`config.mk`:
```
export PLATFORM = sky130hd
export DESIGN_NAME = led_strip_animation_frame_top
export DESIGN_NICKNAME = d
export VERILOG_FILES = /design/src/rtl/lsaf_pkg.sv /design/src/rtl/lsaf_scale.sv /design/src/rtl/lsaf_phase.sv /design/src/rtl/lsaf_store.sv /design/src/rtl/led_strip_animation_frame_top.sv
export SDC_FILE = /design/constraint.sdc
export NUM_CORES = 2
export LEC_CHECK = 0
export BUFFER_PORTS_ARGS = -buffer_cell sky130_fd_sc_hd__buf_2
export CAP_MARGIN = 5
export CORE_MARGIN = 2
export CORE_UTILIZATION = 25
export DETAILED_ROUTE_END_ITERATION = 10
export PLACE_DENSITY = 0.46
export SLEW_MARGIN = 40
export SYNTH_ARGS = -nofsm -noshare
export SYNTH_HDL_FRONTEND = slang
export SYNTH_HIERARCHICAL = 1
export SYNTH_SLANG_ARGS = --single-unit
export TNS_END_PERCENT = 1
```
`constraint.sdc`:
```
create_clock -name clock -period 17 [get_ports clock]
set_input_delay 3.4 -clock clock [delete_from_list [all_inputs] [get_ports clock]]
set_output_delay 3.4 -clock clock [all_outputs]
set_load 0.02 [all_outputs]
```
`src/rtl/lsaf_pkg.sv`:
```
// Shared types, constants and register codes for the LED strip animation frame block.
`timescale 1ns / 1ps

package lsaf_pkg;

   localparam int LEDS_PER_SIDE = 16;
   localparam int FRAME_LEDS    = 4 * LEDS_PER_SIDE;
   localparam int ADDR_W        = $clog2(FRAME_LEDS);
   localparam int LED_INDEX_W   = 6;
   localparam int TICK_W        = 32;
   localparam int PERIOD_W      = 16;
   localparam int GAIN_W        = 10;
   localparam int CHAN_W        = 8;
   localparam int CSR_INDEX_W   = 3;
   localparam int CSR_DATA_W    = 16;

   localparam logic [1:0] MODE_NONE   = 2'd0;
   localparam logic [1:0] MODE_ROTATE = 2'd1;
   localparam logic [1:0] MODE_SHIFT  = 2'd2;
   localparam logic [1:0] MODE_GLOW   = 2'd3;

   localparam logic [CSR_INDEX_W-1:0] CSR_ANIMATION_MODE  = 3'd0;
   localparam logic [CSR_INDEX_W-1:0] CSR_EFFECT_MODE     = 3'd1;
   localparam logic [CSR_INDEX_W-1:0] CSR_FLICKER_PERIOD  = 3'd2;
   localparam logic [CSR_INDEX_W-1:0] CSR_RED_GAIN        = 3'd3;
   localparam logic [CSR_INDEX_W-1:0] CSR_GREEN_GAIN      = 3'd4;
   localparam logic [CSR_INDEX_W-1:0] CSR_BLUE_GAIN       = 3'd5;
   localparam logic [CSR_INDEX_W-1:0] CSR_BRIGHTNESS_GAIN = 3'd6;

   localparam logic [GAIN_W-1:0] GAIN_UNITY = 10'd256;

   typedef struct packed {
      logic [CHAN_W-1:0] base_red;
      logic [CHAN_W-1:0] base_green;
      logic [CHAN_W-1:0] base_blue;
   } req_type;

   typedef struct packed {
      logic [LED_INDEX_W-1:0] led_index;
      logic [CHAN_W-1:0]      led_red;
      logic [CHAN_W-1:0]      led_green;
      logic [CHAN_W-1:0]      led_blue;
      logic                   frame_last;
   } rsp_type;

   typedef struct packed {
      logic [CHAN_W-1:0] red;
      logic [CHAN_W-1:0] green;
      logic [CHAN_W-1:0] blue;
   } colour_type;

   typedef struct packed {
      logic [1:0]          animation_mode;
      logic                effect_mode;
      logic [PERIOD_W-1:0] flicker_period;
      logic [GAIN_W-1:0]   red_gain;
      logic [GAIN_W-1:0]   green_gain;
      logic [GAIN_W-1:0]   blue_gain;
      logic [GAIN_W-1:0]   brightness_gain;
   } cfg_type;

endpackage

```
`src/rtl/lsaf_scale.sv`:
```
// Colour scaling pipeline: channel gain, brightness gain, rounding, clamp and flicker blanking.
`timescale 1ns / 1ps

module lsaf_scale (
   input  logic                  clock,
   input  logic                  reset,
   input  logic                  start,
   input  lsaf_pkg::req_type     req_data,
   input  lsaf_pkg::cfg_type     cfg,
   input  logic                  blank,
   output lsaf_pkg::colour_type  col,
   output logic                  col_valid,
   output logic                  busy
);

   localparam int M1_W  = lsaf_pkg::CHAN_W + lsaf_pkg::GAIN_W;
   localparam int M2_W  = M1_W + lsaf_pkg::GAIN_W;
   localparam int FRAC  = 2 * lsaf_pkg::CHAN_W;
   localparam int V_W   = M2_W + 1 - FRAC;

   logic              vld1_ff, vld2_ff, vld3_ff;
   logic [M1_W-1:0]   m1_ff [3];
   logic [M1_W-1:0]   m1_in [3];
   logic [M2_W-1:0]   m2_ff [3];
   logic [M2_W-1:0]   m2_in [3];
   logic [lsaf_pkg::CHAN_W-1:0] base [3];
   logic [lsaf_pkg::GAIN_W-1:0] gain [3];
   logic [lsaf_pkg::CHAN_W-1:0] sat [3];
   lsaf_pkg::colour_type        col_ff, col_in;

   assign base[0] = req_data.base_red;
   assign base[1] = req_data.base_green;
   assign base[2] = req_data.base_blue;
   assign gain[0] = cfg.red_gain;
   assign gain[1] = cfg.green_gain;
   assign gain[2] = cfg.blue_gain;

   always_comb begin
      logic [M2_W:0]  sum;
      logic [V_W-1:0] v;
      for (int c = 0; c < 3; c++) begin
         m1_in[c] = M1_W'(base[c]) * M1_W'(gain[c]);
         m2_in[c] = M2_W'(m1_ff[c]) * M2_W'(cfg.brightness_gain);
         sum      = {1'b0, m2_ff[c]} + (M2_W+1)'(1 << (FRAC - 1));
         v        = sum[M2_W:FRAC];
         sat[c]   = (|v[V_W-1:lsaf_pkg::CHAN_W]) ? {lsaf_pkg::CHAN_W{1'b1}}
                                                 : v[lsaf_pkg::CHAN_W-1:0];
      end
      col_in.red   = blank ? '0 : sat[0];
      col_in.green = blank ? '0 : sat[1];
      col_in.blue  = blank ? '0 : sat[2];
   end

   always_ff @(posedge clock) begin
      if (reset) begin
         vld1_ff <= 1'b0;
         vld2_ff <= 1'b0;
         vld3_ff <= 1'b0;
      end else begin
         vld1_ff <= start;
         vld2_ff <= vld1_ff;
         vld3_ff <= vld2_ff;
      end
   end

   always_ff @(posedge clock) begin
      if (start) begin
         m1_ff <= m1_in;
      end
      if (vld1_ff) begin
         m2_ff <= m2_in;
      end
      if (vld2_ff) begin
         col_ff <= col_in;
      end
   end

   assign col       = col_ff;
   assign col_valid = vld3_ff;
   assign busy      = vld1_ff | vld2_ff | vld3_ff;

endmodule

```
`src/rtl/lsaf_phase.sv`:
```
// Tick counter with flicker phase tracking and a bit-serial remainder unit for period changes.
`timescale 1ns / 1ps

module lsaf_phase (
   input  logic              clock,
   input  logic              reset,
   input  logic              accept,
   input  logic              period_wr,
   input  lsaf_pkg::cfg_type cfg,
   output logic              blank,
   output logic              busy
);

   localparam int STEPS = lsaf_pkg::TICK_W;
   localparam int CNT_W = $clog2(STEPS + 1);
   localparam int SEL_W = $clog2(STEPS);
   localparam int P_W   = lsaf_pkg::PERIOD_W;

   logic [lsaf_pkg::TICK_W-1:0] tick_ff, tick_in;
   logic [P_W-1:0]              phase_ff, phase_in;
   logic [P_W:0]                phase_inc;
   logic [P_W:0]                rem_ff, rem_in, rem_shift;
   logic [CNT_W-1:0]            cnt_ff;
   logic [SEL_W-1:0]            bit_sel;
   logic                        blank_ff, blank_in;

   always_comb begin
      tick_in   = tick_ff + lsaf_pkg::TICK_W'(1);
      phase_inc = {1'b0, phase_ff} + (P_W+1)'(1);
      phase_in  = (tick_in == '0 || phase_inc == {1'b0, cfg.flicker_period})
                  ? '0 : phase_inc[P_W-1:0];
      blank_in  = cfg.effect_mode && (cfg.flicker_period != '0)
                  && (phase_in < (cfg.flicker_period >> 1));
      bit_sel   = SEL_W'(cnt_ff - CNT_W'(1));
      rem_shift = {rem_ff[P_W-1:0], tick_ff[bit_sel]};
      rem_in    = (rem_shift >= {1'b0, cfg.flicker_period})
                  ? rem_shift - {1'b0, cfg.flicker_period} : rem_shift;
   end

   always_ff @(posedge clock) begin
      if (reset) begin
         tick_ff  <= '0;
         phase_ff <= '0;
         cnt_ff   <= '0;
         blank_ff <= 1'b0;
      end else if (period_wr) begin
         cnt_ff <= CNT_W'(STEPS);
      end else if (cnt_ff != '0) begin
         cnt_ff <= cnt_ff - CNT_W'(1);
         if (cnt_ff == CNT_W'(1)) begin
            phase_ff <= rem_in[P_W-1:0];
         end
      end else if (accept) begin
         tick_ff  <= tick_in;
         phase_ff <= phase_in;
         blank_ff <= blank_in;
      end
   end

   always_ff @(posedge clock) begin
      if (period_wr) begin
         rem_ff <= '0;
      end else if (cnt_ff != '0) begin
         rem_ff <= rem_in;
      end
   end

   assign blank = blank_ff;
   assign busy  = (cnt_ff != '0);

endmodule

```
`src/rtl/lsaf_store.sv`:
```
// Frame memory with read-modify-write sweep and the result output register.
`timescale 1ns / 1ps

module lsaf_store (
   input  logic                 clock,
   input  logic                 reset,
   input  logic                 start,
   input  lsaf_pkg::colour_type col,
   input  logic [1:0]           mode,
   output logic                 rsp_valid,
   input  logic                 rsp_stall,
   output lsaf_pkg::rsp_type    rsp_data,
   output logic                 busy
);

   localparam int AW = lsaf_pkg::ADDR_W;
   localparam logic [AW-1:0] LAST = AW'(lsaf_pkg::FRAME_LEDS - 1);

   lsaf_pkg::colour_type mem [lsaf_pkg::FRAME_LEDS];
   logic [lsaf_pkg::FRAME_LEDS-1:0] vld_ff;

   logic                 active_ff;
   logic [AW-1:0]        k_ff;
   logic [AW-1:0]        ptr_ff, ptr_in;
   logic [AW-1:0]        tgt_ff;
   logic                 s1_vld_ff;
   logic [AW-1:0]        s1_k_ff;
   lsaf_pkg::colour_type q_ff;
   logic                 q_vld_ff;
   logic                 rsp_valid_ff;
   lsaf_pkg::rsp_type    rsp_data_ff;

   logic                 out_free, s1_go, issue, wr_en;
   logic [AW-1:0]        rd_addr;
   lsaf_pkg::colour_type old_col, new_col;

   always_comb begin
      out_free = !rsp_valid_ff || !rsp_stall;
      s1_go    = s1_vld_ff && out_free;
      issue    = active_ff && (!s1_vld_ff || s1_go);
      rd_addr  = (mode == lsaf_pkg::MODE_SHIFT) ? k_ff + AW'(1) : k_ff;
      ptr_in   = (ptr_ff == '0) ? LAST : ptr_ff - AW'(1);
      old_col  = q_vld_ff ? q_ff : '0;
      unique case (mode)
         lsaf_pkg::MODE_ROTATE: new_col = (s1_k_ff == tgt_ff) ? col : old_col;
         lsaf_pkg::MODE_SHIFT:  new_col = (s1_k_ff == LAST) ? col : old_col;
         lsaf_pkg::MODE_GLOW:   new_col = col;
         default:               new_col = old_col;
      endcase
      wr_en = s1_go && (mode != lsaf_pkg::MODE_NONE);
   end

   always_ff @(posedge clock) begin
      if (wr_en) begin
         mem[s1_k_ff] <= new_col;
      end
      if (issue) begin
         q_ff <= mem[rd_addr];
      end
   end

   always_ff @(posedge clock) begin
      if (reset) begin
         vld_ff       <= '0;
         active_ff    <= 1'b0;
         k_ff         <= '0;
         ptr_ff       <= '0;
         s1_vld_ff    <= 1'b0;
         rsp_valid_ff <= 1'b0;
      end else begin
         if (start) begin
            active_ff <= 1'b1;
            k_ff      <= '0;
            if (mode == lsaf_pkg::MODE_ROTATE) begin
               ptr_ff <= ptr_in;
            end
         end else if (issue) begin
            k_ff <= k_ff + AW'(1);
            if (k_ff == LAST) begin
               active_ff <= 1'b0;
            end
         end
         if (issue) begin
            s1_vld_ff <= 1'b1;
         end else if (s1_go) begin
            s1_vld_ff <= 1'b0;
         end
         if (wr_en) begin
            vld_ff[s1_k_ff] <= 1'b1;
         end
         if (s1_go) begin
            rsp_valid_ff <= 1'b1;
         end else if (!rsp_stall) begin
            rsp_valid_ff <= 1'b0;
         end
      end
   end

   always_ff @(posedge clock) begin
      if (start) begin
         tgt_ff <= ptr_ff;
      end
      if (issue) begin
         s1_k_ff  <= k_ff;
         q_vld_ff <= vld_ff[rd_addr];
      end
      if (s1_go) begin
         rsp_data_ff.led_index  <= lsaf_pkg::LED_INDEX_W'(s1_k_ff);
         rsp_data_ff.led_red    <= new_col.red;
         rsp_data_ff.led_green  <= new_col.green;
         rsp_data_ff.led_blue   <= new_col.blue;
         rsp_data_ff.frame_last <= (s1_k_ff == LAST);
      end
   end

   assign rsp_valid = rsp_valid_ff;
   assign rsp_data  = rsp_data_ff;
   assign busy      = active_ff | s1_vld_ff;

endmodule

```
`src/rtl/led_strip_animation_frame_top.sv`:
```
// Top level of the LED strip animation frame generator.
//
//   port group | direction | handshake           | payload
//   req_       | in        | req_valid/req_stall | req_data (base colour)
//   rsp_       | out       | rsp_valid/rsp_stall | rsp_data (one LED per item)
//   csr_       | in        | csr_valid/csr_ready | csr_index, csr_data
//
// One input item yields 64 result items, one per cycle when rsp_stall stays low.
// An item passes 3 scaling stages, then a 64-step sweep through the frame memory, one
// read-modify-write per cycle while rsp_stall is low, on its single read and write port.
// A flicker_period write starts a bit-serial remainder pass; req_stall holds meanwhile.
// Reset is synchronous; the frame clears at once through per-entry valid bits.
// rsp_stall only pauses the sweep; no item is lost or repeated.
`timescale 1ns / 1ps

module led_strip_animation_frame_top (
   input  logic                                clock,
   input  logic                                reset,
   input  logic                                req_valid,
   output logic                                req_stall,
   input  lsaf_pkg::req_type                   req_data,
   output logic                                rsp_valid,
   input  logic                                rsp_stall,
   output lsaf_pkg::rsp_type                   rsp_data,
   input  logic                                csr_valid,
   output logic                                csr_ready,
   input  logic [lsaf_pkg::CSR_INDEX_W-1:0]    csr_index,
   input  logic [lsaf_pkg::CSR_DATA_W-1:0]     csr_data
);

   lsaf_pkg::cfg_type    cfg_ff;
   lsaf_pkg::colour_type col;
   logic                 accept, csr_wr, period_wr;
   logic                 blank, col_valid;
   logic                 scale_busy, phase_busy, store_busy;

   assign csr_ready = 1'b1;
   assign csr_wr    = csr_valid && csr_ready;
   assign period_wr = csr_wr && (csr_index == lsaf_pkg::CSR_FLICKER_PERIOD);
   assign req_stall = scale_busy | phase_busy | store_busy;
   assign accept    = req_valid && !req_stall;

   always_ff @(posedge clock) begin
      if (reset) begin
         cfg_ff.animation_mode  <= lsaf_pkg::MODE_GLOW;
         cfg_ff.effect_mode     <= 1'b1;
         cfg_ff.flicker_period  <= lsaf_pkg::PERIOD_W'(1);
         cfg_ff.red_gain        <= lsaf_pkg::GAIN_UNITY;
         cfg_ff.green_gain      <= lsaf_pkg::GAIN_UNITY;
         cfg_ff.blue_gain       <= lsaf_pkg::GAIN_UNITY;
         cfg_ff.brightness_gain <= lsaf_pkg::GAIN_UNITY;
      end else if (csr_wr) begin
         unique case (csr_index)
            lsaf_pkg::CSR_ANIMATION_MODE:  cfg_ff.animation_mode  <= csr_data[1:0];
            lsaf_pkg::CSR_EFFECT_MODE:     cfg_ff.effect_mode     <= csr_data[0];
            lsaf_pkg::CSR_FLICKER_PERIOD:  cfg_ff.flicker_period  <= csr_data;
            lsaf_pkg::CSR_RED_GAIN:        cfg_ff.red_gain        <= csr_data[9:0];
            lsaf_pkg::CSR_GREEN_GAIN:      cfg_ff.green_gain      <= csr_data[9:0];
            lsaf_pkg::CSR_BLUE_GAIN:       cfg_ff.blue_gain       <= csr_data[9:0];
            lsaf_pkg::CSR_BRIGHTNESS_GAIN: cfg_ff.brightness_gain <= csr_data[9:0];
            default: ;
         endcase
      end
   end

   lsaf_phase u_phase (
      .clock     (clock),
      .reset     (reset),
      .accept    (accept),
      .period_wr (period_wr),
      .cfg       (cfg_ff),
      .blank     (blank),
      .busy      (phase_busy)
   );

   lsaf_scale u_scale (
      .clock     (clock),
      .reset     (reset),
      .start     (accept),
      .req_data  (req_data),
      .cfg       (cfg_ff),
      .blank     (blank),
      .col       (col),
      .col_valid (col_valid),
      .busy      (scale_busy)
   );

   lsaf_store u_store (
      .clock     (clock),
      .reset     (reset),
      .start     (col_valid),
      .col       (col),
      .mode      (cfg_ff.animation_mode),
      .rsp_valid (rsp_valid),
      .rsp_stall (rsp_stall),
      .rsp_data  (rsp_data),
      .busy      (store_busy)
   );

endmodule

```
# After elaboration in Yosys (flattened, before gate mapping)
# Memories as Yosys holds them, arrays and structs flattened. A register that Yosys moved wholly into a read port is not among the register bits.
# Index checks and enable logic that the tools add are counted.
[word_totals] reg_bits=418 output_inout_bits=34 ram_bits=1536 latch_bits=0 romBits=0 memories=1 input_bits=48 wordCells=158
[op_classes] div=0 bitwise=8 n_mux=31 order_cmp=6 add_sub_neg=9 n_eq_ne=16 reduce_logical=42 mul=6 n_shift=0
[mem_list] name="u_store.mem" depth=64 word_bits=24 rd=1 rd_clocked_by_memory_dff=1 write_ports=1 line_no="lsaf_store.sv:19" text="lsaf_pkg::colour_type mem [lsaf_pkg::FRAME_LEDS];"
[ops] op="$add 28x16->29 const B" count=3
[ops] op="$mul 18x10->28" count=3
[ops] op="$mux 16" count=5
[ops] op="$mux 24" count=3
[ops] op="$pmux 24 s3" count=1
[ops] op="$or 64x64->64" count=1
[ops] op="$mul 8x10->18" count=3
[ops] op="$add 32x1->32 const B" count=1
[ops] op="$logic_not 32->1" count=1
[ops] op="$mux 6" count=4
[ops] op="$mux 8" count=3
[ops] op="$reduce_and 2->1" count=9
[ops] op="$add 16x1->17 const B" count=1
[ops] op="$eq 17x16->1" count=1
[ops] op="$ge 17x16->1" count=1
[ops] op="$lt 16x15->1" count=1
[ops] op="$reduce_bool 16->1" count=1
[ops] op="$sub 16x16->16" count=1
[ops] op="$reduce_or 5->1" count=3
[ops] op="$lt 6x7->1 const B" count=2
[ops] op="$eq 6x6->1 const B" count=2
[ops] op="$mux 1" count=12
[ops] op="$reduce_bool 2->1" count=6
[ops] op="$sub 6x1->6 const B" count=2
[ops] op="other kinds (24)" count=48

# Longest topological paths before layout
[logic_depth] word_depth=8 ltp_mapped=23 ltp_nobuf=21

# Cells and area by module
# The synthesis kept the hierarchy.
[modules_own_cells] mod="lsaf_store" cells_each=7040 n_inst=1 seq_area_each_um2=49747.7 area_per_inst_um2=85530.8
[modules_own_cells] mod="lsaf_scale" cells_each=2856 n_inst=1 seq_area_each_um2=3573.4 area_per_inst_um2=27067.2
[modules_own_cells] mod="lsaf_phase" cells_each=782 n_inst=1 seq_area_each_um2=1421.4 area_per_inst_um2=6267.3
[modules_own_cells] mod="led_strip_animation_frame_top" cells_each=224 n_inst=1 seq_area_each_um2=1181.1 area_per_inst_um2=2426.1

# Least setup slack after synthesis
# Ideal clock, no wire load.
[synth_timing] path_kind="in2reg" startpoint="in rsp_stall" endpoint="mem u_store/mem[51][0] (netlist name) (enable)" n_path_buf=0 setup_time_ns=0.406 t_required_ns=16.594 slack_ns=8.730 cell_stages=5 t_arrival_ns=7.864 cell_sequence="a21boi_0 > o21ai_0 > nor2_1 > nand3_1 > nor2_1"
[synth_between] elab_chain_cells=6
[synth_rtl] element="start: declaration" line_no="led_strip_animation_frame_top.sv:23" text="input logic rsp_stall,"
[synth_rtl] element="$logic_not 1->1" line_no="lsaf_store.sv:38" text="out_free = !rsp_valid_ff || !rsp_stall;"
[synth_rtl] element="$logic_or 1x1->1" line_no="lsaf_store.sv:38"
[synth_rtl] element="$logic_and 1x1->1" line_no="lsaf_store.sv:39" text="s1_go = s1_vld_ff && out_free;"
[synth_rtl] element="$logic_and 1x1->1" line_no="lsaf_store.sv:50" text="wr_en = s1_go && (mode != lsaf_pkg::MODE_NONE);"
[synth_rtl] element="$mux 1" line_no="lsaf_store.sv:54" text="if (wr_en) begin"
[synth_rtl] element="$mux 1 (implied by the code)" line_no="lsaf_store.sv:55" text="mem[s1_k_ff] <= new_col;"
[synth_rtl] element="end: declaration" line_no="lsaf_store.sv:19"
# Every way passes these cells.

==> results.cfg <==
[floorplan]
die_x_um = 701
core_area_um2 = 483000
fp.dieH_um = 701
rows = 255
initial_util_pct = 25.1
ios = 82
die_area_um2 = 491000

[routing]
route.final.wire_length_mm = 410
detail_route.iter0.violations = 7132
wire_per_inst_um = 24.0
first_pass_drt_iterations = 6
route.vias.total = 89800
viasPerCell = 5.25
ant_nets = 0
drc = 0

[final_layout]
stdcell_area_um2 = 136000
fin_util_pct = 28.2
nets = 11400
drive_above_1_share_pct = 8.03
areaGrowthSynthToFinish_pct = 12.2

[logic_synthesis]
number_of_flops_mapped_to_enable_cells_by_yosys = 1721
yosys_most_used_dff = sky130_fd_sc_hd__edfxtp_1
syn-instance-count = 10900
synth-seq-cells = 1933
yosysTopAreaCell = sky130_fd_sc_hd__edfxtp_1
synth.avg_cell_area_um2 = 11.1
ys_types = 107
async_flop_share_pct = 0
yosysSeqAreaShare_pct = 46.1
yosys_warnings = 6
area_share_of_the_leading_cell_type_in_the_synthesized_netlist_pct = 42.6
synth_nets = 11800
most_frequent_cell_after_synthesis = sky130_fd_sc_hd__edfxtp_1
synth_area_leaders = sky130_fd_sc_hd__edfxtp_1, sky130_fd_sc_hd__fa_1, sky130_fd_sc_hd__mux2i_1, sky130_fd_sc_hd__a211oi_1, sky130_fd_sc_hd__a21oi_1
synth.cells.most_frequent = sky130_fd_sc_hd__edfxtp_1, sky130_fd_sc_hd__nand2_1, sky130_fd_sc_hd__mux2i_1, sky130_fd_sc_hd__a21oi_1, sky130_fd_sc_hd__a211oi_1
synth.cell_area_um2 = 121000

[sta]
rsz0062_at_grt = no
fmax_mhz = 141
hold_violations_final = 0
min_period_ns = 7.10
slew_violations = 0
period_share_pct = 41.8
worstMarginPinSlew_ns = 0.983
final.setup_skew_ns = 0.108
setup-tns-final_ns = 0
worst_slew_margin_rel_pct = 34.4
finalSetupViolations = 0

[placement]
place.gp.congestion = 0.788
placed_area_um2 = 129000
dp.final_hpwl_mm = 237
io_buffer_count = 80

[min_path]
min_delay_path_class = reg2reg

[critical_path]
path_class = in2reg
critical-path-top-delay-family = adder cells
timing.critical_path.from_type = input pin
cp.required_ns = 17.62
cp.arrival_ns = 7.72
critical_path.max_stage_delay_ns = 0.54
cp_cell_sequence = buf_2 -> and2_1 -> fa_1 -> fa_1 -> inv_1 -> fa_1 -> inv_1 -> fa_1 -> ha_1 -> o21ai_0 -> a21boi_0 -> o21ai_0 -> a211oi_1 -> nor3_1 -> o41ai_1 -> a21oi_1 -> xnor2_1
critical-path-slowest-cell = sky130_fd_sc_hd__fa_1
critPathMostFrequentCell = sky130_fd_sc_hd__fa_1
cp-end-kind = register
wp_buf_inv = 3
cp_max_fo = 10

[pwr]
cellPowerDensity_nw_per_um2 = 90.8
power_uw = 12400
power.leakage_uw = 0.0442
peakVddDrop_mv = 0.103

[grt]
via_count_of_the_first_global_routing_pass = 89000
first_pass_grt_wire_length_mm = 604
antenna_found_initial = 19
gr-usage-all-layers_pct = 16.1
largest_net_degree_at_the_start_of_global_routing = 156
grt-ovfl-total = 0

[clock_network]
tritoncts_num_sinks = 1933
post_cts.resized_instances = 0
tritoncts_clock_tree = done
cts_buffer_depth = 4
worst_skew_pair.late_latency_ns = 0.95
clk_pin_slew_worst_paths_ns = 0.07
cts_hold_repair.buffers = 0
clk_root_buffer_cell = sky130_fd_sc_hd__clkbuf_16
post-cts-setup-buffers = 0
cts-buffers-inserted = 219
ctsHtreeMaxLevel = 4

[run]
max_cap_viol_count = 0

[status]
run_status = finished clean
==> report_power, final <==
group | internal (µW) | leakage [µW] | switching [µW]
Combinational | 750 | 0.0237 | 1360
Sequential | 5340 | 0.0171 | 209
Clock | 2640 | 0.00338 | 2060
==> layout make-up <==
cell class,count,area (µm²)
antenna,9,22.5
multi-input combinational,7428,59900
clock buffer,289,5920
clock inverter,111,1020
inverter,584,2220
fill,49800,347000
sequential,1933,55900
tap,6425,8040
timing repair buffer,326,2970
==> placed cells by master (no fill, tap or decap), types with 101 or more instances in the layout <==
| master | instances |
|---|---|
| sky130_fd_sc_hd__edfxtp_1 | 1721 |
| sky130_fd_sc_hd__nand2_1 | 910 |
| sky130_fd_sc_hd__mux2i_1 | 857 |
| sky130_fd_sc_hd__a21oi_1 | 856 |
| sky130_fd_sc_hd__a211oi_1 | 759 |
| sky130_fd_sc_hd__inv_1 | 580 |
| sky130_fd_sc_hd__fa_1 | 520 |
| sky130_fd_sc_hd__o22ai_1 | 444 |
| sky130_fd_sc_hd__and2_1 | 418 |
| sky130_fd_sc_hd__a31oi_1 | 401 |
| sky130_fd_sc_hd__a221o_1 | 371 |
| sky130_fd_sc_hd__ha_1 | 338 |
| sky130_fd_sc_hd__nor2_1 | 297 |
| sky130_fd_sc_hd__clkbuf_16 | 221 |
| sky130_fd_sc_hd__dfxtp_1 | 199 |
| sky130_fd_sc_hd__o22a_1 | 187 |
| sky130_fd_sc_hd__buf_4 | 169 |
| sky130_fd_sc_hd__xnor2_1 | 111 |
| sky130_fd_sc_hd__nand3_1 | 101 |
==> stage by stage <==
stage	hold WS (ns)	std cells	setup WS [ns]
detailed placement	0.459	16700	9.01
CTS	0.457	17100	9.96
finish	0.454	17100	9.90
floorplan	0.403	10900	8.73
global placement	0.450	16700	8.94
global route	0.485	17100	9.56
==> state kept, by name, summed over array words and instances (netlist names), 6 cells and up <==
| name | cells |
|---|---|
| u_store/ptr_ff | 6 |
| u_scale/m2_ff | 39 |
| u_store/vld_ff | 64 |
| u_scale/col | 24 |
| u_phase/cnt_ff | 6 |
| u_store/tgt_ff | 6 |
| u_store/s1_k_ff | 6 |
| u_phase/tick_ff | 32 |
| u_store/mem | 1536 |
| u_phase/rem_ff | 16 |
| cfg_ff | 59 |
| u_store/rsp_data | 31 |
| u_scale/m1_ff | 54 |
| u_store/k_ff | 6 |
| u_phase/phase_ff | 16 |
| u_store/q_ff | 24 |
==> per-layer routing <==
| metal | routed length, µm | up-vias | track usage (%) | share of wire, % |
|---|---|---|---|---|
| li1 | - | 40500 | - | - |
| met1 | 185000 | 46300 | 22.0 | 45 |
| met2 | 193000 | 2402 | 26.9 | 47 |
| met3 | 20600 | 540 | 1.89 | 5.0 |
| met4 | 11000 | 6 | 4.22 | 2.7 |
| met5 | 40 | - | 0 | 0.0098 |
==> worst register-to-register path: cells and delay by family (launching register included) <==
kind / cells / cell delay [ns]
buffers and inverters: 7 / 4.59
AO/OA/AOI/OAI: 3 / 0.66
AND/OR/NAND/NOR: 1 / 0.60
flip-flops: 1 / 0.35
multiplexers: 1 / 0.30
==> cells by family after synthesis <==
| kind of cell | count (synthesis) | synth area share (%) |
|---|---|---|
| buf+inv | 1541 | 5.33 |
| xor+xnor | 181 | 1.34 |
| compound gates | 3302 | 18.7 |
| flops | 1933 | 46.1 |
| simple gates | 2194 | 8.72 |
| fa+ha+maj | 859 | 12.1 |
| other cells | 1 | 0.00309 |
| mux | 891 | 7.68 |
==> final timing paths <==
check | start | to | slack (ns) | cells after the start
max | req_data[2] | u_scale/m1_ff[17] | 9.90 | 17
min | u_store/active_ff | u_store/s1_vld_ff | 0.45 | 2
max reg2reg | u_store/k_ff[1] | u_store/q_ff[21] | 10.25 | 12
min reg2reg | u_store/active_ff | u_store/s1_vld_ff | 0.45 | 2
(Power assumes the default switching activity.)
